`src/rtl/cbe_pkg.sv`:
```
package cbe_pkg;

  localparam int CTRL_W = 17;
  localparam int IN_W   = 17;
  localparam int OUT_W  = 17;
  localparam int CFG_IDX_W = 2;

  localparam int DEF_SEARCH_STEPS  = 10;
  localparam int DEF_FRACTION_BITS = 16;

  localparam logic [CTRL_W-1:0] RST_X_CONTROL_ONE = CTRL_W'(29491);
  localparam logic [CTRL_W-1:0] RST_X_CONTROL_TWO = CTRL_W'(36045);
  localparam logic [CTRL_W-1:0] RST_Y_CONTROL_ONE = CTRL_W'(29491);
  localparam logic [CTRL_W-1:0] RST_Y_CONTROL_TWO = CTRL_W'(60293);

  localparam logic [CFG_IDX_W-1:0] REG_X_CONTROL_ONE = 2'd0;
  localparam logic [CFG_IDX_W-1:0] REG_X_CONTROL_TWO = 2'd1;
  localparam logic [CFG_IDX_W-1:0] REG_Y_CONTROL_ONE = 2'd2;
  localparam logic [CFG_IDX_W-1:0] REG_Y_CONTROL_TWO = 2'd3;

  // register stages in one cubic evaluation
  localparam int CUBIC_STAGES = 3;

  // width of 3*t1 + 3*t2 + t3: terms scaled by a control point stay below 2^CTRL_W
  function automatic int sum_width(input int fb);
    int w;
    begin
      w = (fb + 1 > CTRL_W + 2) ? fb + 1 : CTRL_W + 2;
      return w + 2;
    end
  endfunction

endpackage

```
`src/rtl/cbe_cubic.sv`:
```
module cbe_cubic
  import cbe_pkg::*;
#(
  parameter int FRACTION_BITS = DEF_FRACTION_BITS
) (
  input  logic                              clk,
  input  logic                              en,
  input  logic [FRACTION_BITS:0]            u,
  input  logic [CTRL_W-1:0]                 c1,
  input  logic [CTRL_W-1:0]                 c2,
  output logic [sum_width(FRACTION_BITS)-1:0] sum
);

  localparam int FB = FRACTION_BITS;
  localparam int VW = FB + 1;
  localparam int SW = sum_width(FB);
  localparam logic [VW-1:0] ONE = VW'(1) << FB;

  logic [VW-1:0]        inv;
  logic [2*VW-1:0]      m_ii, m_iu, m_uu;
  logic [2*VW-1:0]      m_q1, m_q2, m_q3;
  logic [VW+CTRL_W-1:0] m_r1, m_r2;

  logic [VW-1:0]     p_ii, p_iu, p_uu, u_s1;
  logic [VW-1:0]     q1, q2, q3;
  logic [CTRL_W-1:0] r1, r2;
  logic [VW-1:0]     r3;

  assign inv  = ONE - u;
  assign m_ii = inv * inv;
  assign m_iu = inv * u;
  assign m_uu = u * u;
  assign m_q1 = p_ii * u_s1;
  assign m_q2 = p_iu * u_s1;
  assign m_q3 = p_uu * u_s1;
  assign m_r1 = q1 * c1;
  assign m_r2 = q2 * c2;

  always_ff @(posedge clk) begin
    if (en) begin
      p_ii <= m_ii[FB +: VW];
      p_iu <= m_iu[FB +: VW];
      p_uu <= m_uu[FB +: VW];
      u_s1 <= u;
      q1   <= m_q1[FB +: VW];
      q2   <= m_q2[FB +: VW];
      q3   <= m_q3[FB +: VW];
      r1   <= m_r1[FB +: CTRL_W];
      r2   <= m_r2[FB +: CTRL_W];
      r3   <= q3;
    end
  end

  assign sum = SW'(r1) + SW'({r1, 1'b0}) + SW'(r2) + SW'({r2, 1'b0}) + SW'(r3);

endmodule

```
`config.mk`:
```
export PLATFORM = sky130hd
export DESIGN_NAME = cbe_cubic
export DESIGN_NICKNAME = d
export VERILOG_FILES = /design/src/rtl/cbe_pkg.sv /design/src/rtl/cbe_cubic.sv
export SDC_FILE = /design/constraint.sdc
export NUM_CORES = 2
export LEC_CHECK = 0
export BUFFER_PORTS_ARGS = -buffer_cell sky130_fd_sc_hd__buf_2
export CORE_MARGIN = 3
export CORE_UTILIZATION = 45
export CTS_CLUSTER_DIAMETER = 40
export DETAILED_ROUTE_END_ITERATION = 10
export GPL_ROUTABILITY_DRIVEN = 0
export PLACE_DENSITY = 0.59
export SETUP_SLACK_MARGIN = 0.15
export SLEW_MARGIN = 25
export SYNTH_ARGS = -nofsm -noshare
export SYNTH_HDL_FRONTEND = slang
export SYNTH_SLANG_ARGS = --single-unit
export TNS_END_PERCENT = 20
```
`constraint.sdc`:
```
create_clock -name clk -period 11.9 [get_ports clk]
set_input_delay 2.38 -clock clk [delete_from_list [all_inputs] [get_ports clk]]
set_output_delay 2.38 -clock clk [all_outputs]
set_load 0.1 [all_outputs]
```
* After elaboration in Yosys (flattened, before gate mapping) *
Index checks and enable logic that the tools add are counted.

storage, ports and cells
  bits in registers = 170
  bits of input ports = 53
  output and inout bits = 21
  logic and storage cells = 23

operators by class
  add/sub/neg operators = 5
  multipliers = 8

operators by type and width
  cell                      count
  $mul A17 B17 Y33          8
  $add A20 B18 Y21          1
  $add A21 B17 Y21          1
  $add A19 B17 Y20          1
  $add A17 B18 Y19          1
  $sub A17 B17 Y17 const A  1

* Depth between registers and ports, before layout *
  depth after elaboration = 4
  mapped depth = 33
  mapped depth without buffers = 31

* Least setup slack after synthesis *
OpenSTA, ideal clock, no wires.

  path type = input-to-reg
  from = input u[6]
  to = register p_iu[10], data pin
  library setup time = 0.262 ns
  data arrival time = 9.708 ns
  required time = 11.638 ns
  setup slack = 1.930 ns
  cell stages on the path = 28
  path buffers = 3
  cells stage by stage = clkbuf_1 > or4_1 > or3_1 > nor4_1 > ha_1 > clkbuf_1 > inv_1 > clkbuf_1 > nand2_1 > fa_1 > fa_1 > inv_1 > fa_1 > fa_1 > fa_1 > inv_1 > fa_1 > inv_1 > ha_1 > a21oi_1 > nor2b_1 > or3b_2 > o211ai_2 > a31oi_2 > a21oi_2 > nor3_1 > a211oi_1 > xnor2_1

on the way
  word-level cells in the longest chain between the ends = 2

RTL lines
  what                  RTL line         source
  start, declared       cbe_cubic.sv:8   input logic [FRACTION_BITS:0] u,
  $sub A17 B17 Y17      cbe_cubic.sv:29  assign inv = ONE - u;
  $mul A17 B17 Y33 (*)  cbe_cubic.sv:31  assign m_iu = inv * u;
  net m_iu[26]          cbe_cubic.sv:20  logic [2*VW-1:0] m_ii, m_iu, m_uu;
  end signal, assigned  cbe_cubic.sv:42  p_iu <= m_iu[FB +: VW];
  end, declared         cbe_cubic.sv:24  logic [VW-1:0] p_ii, p_iu, p_uu, u_s1;

The timed path passes the listed nets; every way through them passes the cells marked *.
A chain may end at the register's enable or synchronous reset.

* Worst setup path after layout *
  from = input u[6]
  to = register p_iu[9], data pin

The elaborated chain is that of the path after synthesis.

==> results.rst <==
.. list-table::
   :header-rows: 1

   * - Metric
     - Value
   * - Cell with the largest stage delay on the worst path
     - sky130_fd_sc_hd__or4_1
   * - Number of pins with negative max-slew slack in the final report
     - 0
   * - Setup Crit Path Kind
     - in2reg
   * - Fill cells
     - 15640
   * - CORE AREA
     - 163900 µm²
   * - Crit path required time
     - 12.15 ns
   * - Syn avg cell area
     - 9.292 µm²
   * - Cell with the most instances after synthesis
     - sky130_fd_sc_hd__inv_1
   * - Finished Core Util
     - 0.4746
   * - Post-cts resize count
     - 0
   * - Aggregate global routing overflow
     - 0
   * - FFs w/ async S/R, synth
     - 0
   * - Initial cell density of the core
     - 0.4562
   * - Longest Clk Path Bufs
     - 2
   * - Clock tree root buffer cell
     - sky130_fd_sc_hd__clkbuf_16
   * - First-pass iteration count of the detailed router
     - 6
   * - Yosys top cell by area
     - sky130_fd_sc_hd__fa_1
   * - Critical path's top delay family
     - adder cells
   * - Stage delay of the slowest cell on the critical path
     - 0.63 ns
   * - Critical path, cell by cell
     - buf_2 -> or4_1 -> or3_1 -> nor4_1 -> and3_1 -> ha_1 -> clkinv_1 -> nand2_1 -> fa_1 -> fa_1 -> fa_1 -> fa_1 -> inv_1 -> fa_1 -> fa_1 -> ha_1 -> nor2b_1 -> or3b_2 -> o211ai_2 -> a31oi_2 -> a21oi_2 -> o21ai_0 -> a21oi_1 -> xnor2_1
   * - Vertical die dimension
     - 413.6 µm
   * - Overall die width
     - 413.6 µm
   * - Detailed-placement wirelength estimate
     - 146400 µm
   * - Die Area
     - 171100 µm²
   * - Yosys top cell area share
     - 0.4702
   * - H-tree level count
     - 4
   * - Slew at the pin closest to its max-slew limit
     - 1.018 ns
   * - Final worst clock skew
     - 0.02065 ns
   * - Share of final-layout standard cells stronger than drive strength 1
     - 0.03441
   * - Ratio of routed vias to standard cells
     - 5.135
   * - Final hold violation count
     - 0
   * - CTS tree
     - yes
   * - Maximum fanout along the worst path
     - 10
   * - CP bufs+invs
     - 3
   * - Gate Count Post-Synth
     - 8046
   * - Total number of clock tree sinks
     - 170
   * - Kind of start point of the critical path
     - primary input
   * - Critical Path Sink Type
     - register
   * - CTS hold repair buffers
     - 0
   * - Maximum number of pins on one net before global-route repair
     - 106
   * - Routed len/inst
     - 18.85 µm
   * - Flops & latches, synth
     - 170
   * - EDFF count, synth
     - 170
   * - Clk slew on worst S/H paths
     - 0.08 ns
   * - Total via count in the routed design
     - 51620
   * - Rel. slew slack
     - 0.3203
   * - Post-detailed-routing wire length
     - 189400 µm
   * - Class of the worst hold path
     - reg2reg
   * - Run status
     - complete, no violations
   * - Minimum period implied by the final worst setup slack
     - 9.945 ns
   * - Largest cells by area after synthesis
     - sky130_fd_sc_hd__fa_1, sky130_fd_sc_hd__ha_1, sky130_fd_sc_hd__inv_1
   * - Commonest cells post-synth
     - sky130_fd_sc_hd__inv_1, sky130_fd_sc_hd__fa_1, sky130_fd_sc_hd__nand2_1
   * - Total of buffers placed on input and output ports
     - 73
   * - Aggregate global-route resource usage
     - 0.2315
   * - Number of antenna-violating nets in the routed design
     - 0
   * - Sequential share of the synthesized area
     - 0.06828
   * - Unrepaired setup endpoints after global routing
     - no
   * - Setup TNS
     - 0 ns
   * - Ys flop type
     - sky130_fd_sc_hd__edfxtp_1
   * - Worst path arrival time
     - 10.20 ns
   * - Syn Std Cell Area
     - 74760 µm²
   * - Number of antenna violations at the first check in global routing
     - 6
   * - # setup viols final
     - 0
   * - Ys Warns
     - 0
   * - Drt drc
     - 0
   * - Wire length of the first global-routing pass
     - 310600 µm
   * - Max-cap violations
     - 0
   * - Number of distinct standard cells referenced by the synthesized netlist
     - 82
   * - Number of buffers created by CTS
     - 17
   * - Latest clock arrival within the worst-skew pair
     - 0.50 ns
   * - Area added between synthesis and finish
     - 4.038%
   * - Number of DRC markers in iteration 0
     - 2839
   * - Highest achievable clock rate
     - 100.6 MHz
   * - Number of global-route vias before repair
     - 57550
   * - CP most frequent cell
     - sky130_fd_sc_hd__fa_1
   * - Io pins
     - 74
   * - Final nets
     - 10520
   * - Final worst-path cycle share
     - 0.8357
   * - Syn Nets
     - 10710
   * - Setup Fix Bufs, Post-CTS
     - 0
   * - # rows
     - 148
[state kept, by name (all words and copies together) (netlist names)]
register and count:
p_ii 17, p_iu 17, p_uu 17, q1 17
q2 17, q3 17, r1 17, r2 17
r3 17, u_s1 17
[cells in the final DEF, fill, tap and decap left out, types with 7 or more instances in the layout]
cell type / Yosys / final
sky130_fd_sc_hd__and2_1: 484 / 484
sky130_fd_sc_hd__or2_2: 48 / 48
sky130_fd_sc_hd__o21ai_1: 8 / 8
sky130_fd_sc_hd__and3_1: 28 / 28
sky130_fd_sc_hd__edfxtp_1: 170 / 170
sky130_fd_sc_hd__a21o_1: 45 / 45
sky130_fd_sc_hd__a31oi_1: 9 / 9
sky130_fd_sc_hd__nand4_1: 14 / 14
sky130_fd_sc_hd__nor2b_1: 59 / 59
sky130_fd_sc_hd__ha_1: 852 / 852
sky130_fd_sc_hd__inv_1: 2093 / 2093
sky130_fd_sc_hd__o21a_1: 16 / 16
sky130_fd_sc_hd__a211oi_1: 11 / 11
sky130_fd_sc_hd__nand2_1: 1222 / 1222
sky130_fd_sc_hd__xor2_1: 56 / 56
sky130_fd_sc_hd__o21ai_0: 53 / 53
sky130_fd_sc_hd__xnor2_1: 134 / 134
sky130_fd_sc_hd__nor2_1: 232 / 232
sky130_fd_sc_hd__clkinv_8: 0 / 8
sky130_fd_sc_hd__nand2b_1: 101 / 101
sky130_fd_sc_hd__fa_1: 1756 / 1756
sky130_fd_sc_hd__buf_2: 1 / 72
sky130_fd_sc_hd__nand3_1: 25 / 25
sky130_fd_sc_hd__or3_1: 7 / 7
sky130_fd_sc_hd__nor3_1: 33 / 33
sky130_fd_sc_hd__a21boi_0: 7 / 7
sky130_fd_sc_hd__buf_4: 0 / 82
sky130_fd_sc_hd__clkbuf_16: 0 / 17
sky130_fd_sc_hd__o21bai_1: 17 / 17
sky130_fd_sc_hd__a21oi_1: 108 / 108
[path summary, 6_finish.rpt]
check                     from                end  slack (ns)  cells past startpoint
min            q3[6]$_DFFE_PP_    r3[6]$_DFFE_PP_        0.41                      0
max reg2reg  u_s1[2]$_DFFE_PP_   q1[16]$_DFFE_PP_        3.99                     23
max                       u[6]  p_iu[9]$_DFFE_PP_        1.96                     24
min reg2reg    q3[6]$_DFFE_PP_    r3[6]$_DFFE_PP_        0.41                      0
[stage by stage]
stage          cells  setup WS (ns)  area, µm²  hold WS (ns)
3_5_place_dp   10020          1.478      77130        0.4045
5_1_grt        10050          1.658      77780        0.4346
4_1_cts        10050          2.048      77780        0.4143
3_3_place_gp   10020          1.662      77130        0.4023
6_report       10050          1.955      77780        0.4113
2_1_floorplan   8046          1.930      74760        0.4003
[logic make-up after synthesis]
group                      share of synthesized area
DFF                                          0.06828
other                                     0.00005016
muxes                                      0.0005857
adders and majority gates                     0.6128
and+or+nand+nor                               0.1406
xor gates and xnor gates                     0.02226
AOI/OAI and AO/OA                            0.03215
buffers and inverters                         0.1233
[routing by layer]
layer  global-route usage  vias up  wire length (µm)  part of all wire
met1               0.3151    26860             82410              0.44
met2               0.3949     1506             91620              0.48
met5                    0        -                 0                 0
met4              0.04973        0              3876             0.020
met3              0.03116      225             11520             0.061
li1                     -    23020                 -                 -
[area by class of cell]
class	instances	area, µm²	area share
Multi-Input combinational cell	5421	60440	0.7771
Clock buffer	17	425.4	0.005469
Antenna cell	2	5.005	0.00006434
Clock inverter	15	222.7	0.002863
Tap cell	2175	2721	0.03499
Timing Repair Buffer	155	989.7	0.01272
Sequential cell	170	5105	0.06563
Inverter	2097	7871	0.1012
Power is left out: the tool's default activity adds up to more than one toggle a clock period on the data nets, which glitch-free logic cannot reach.
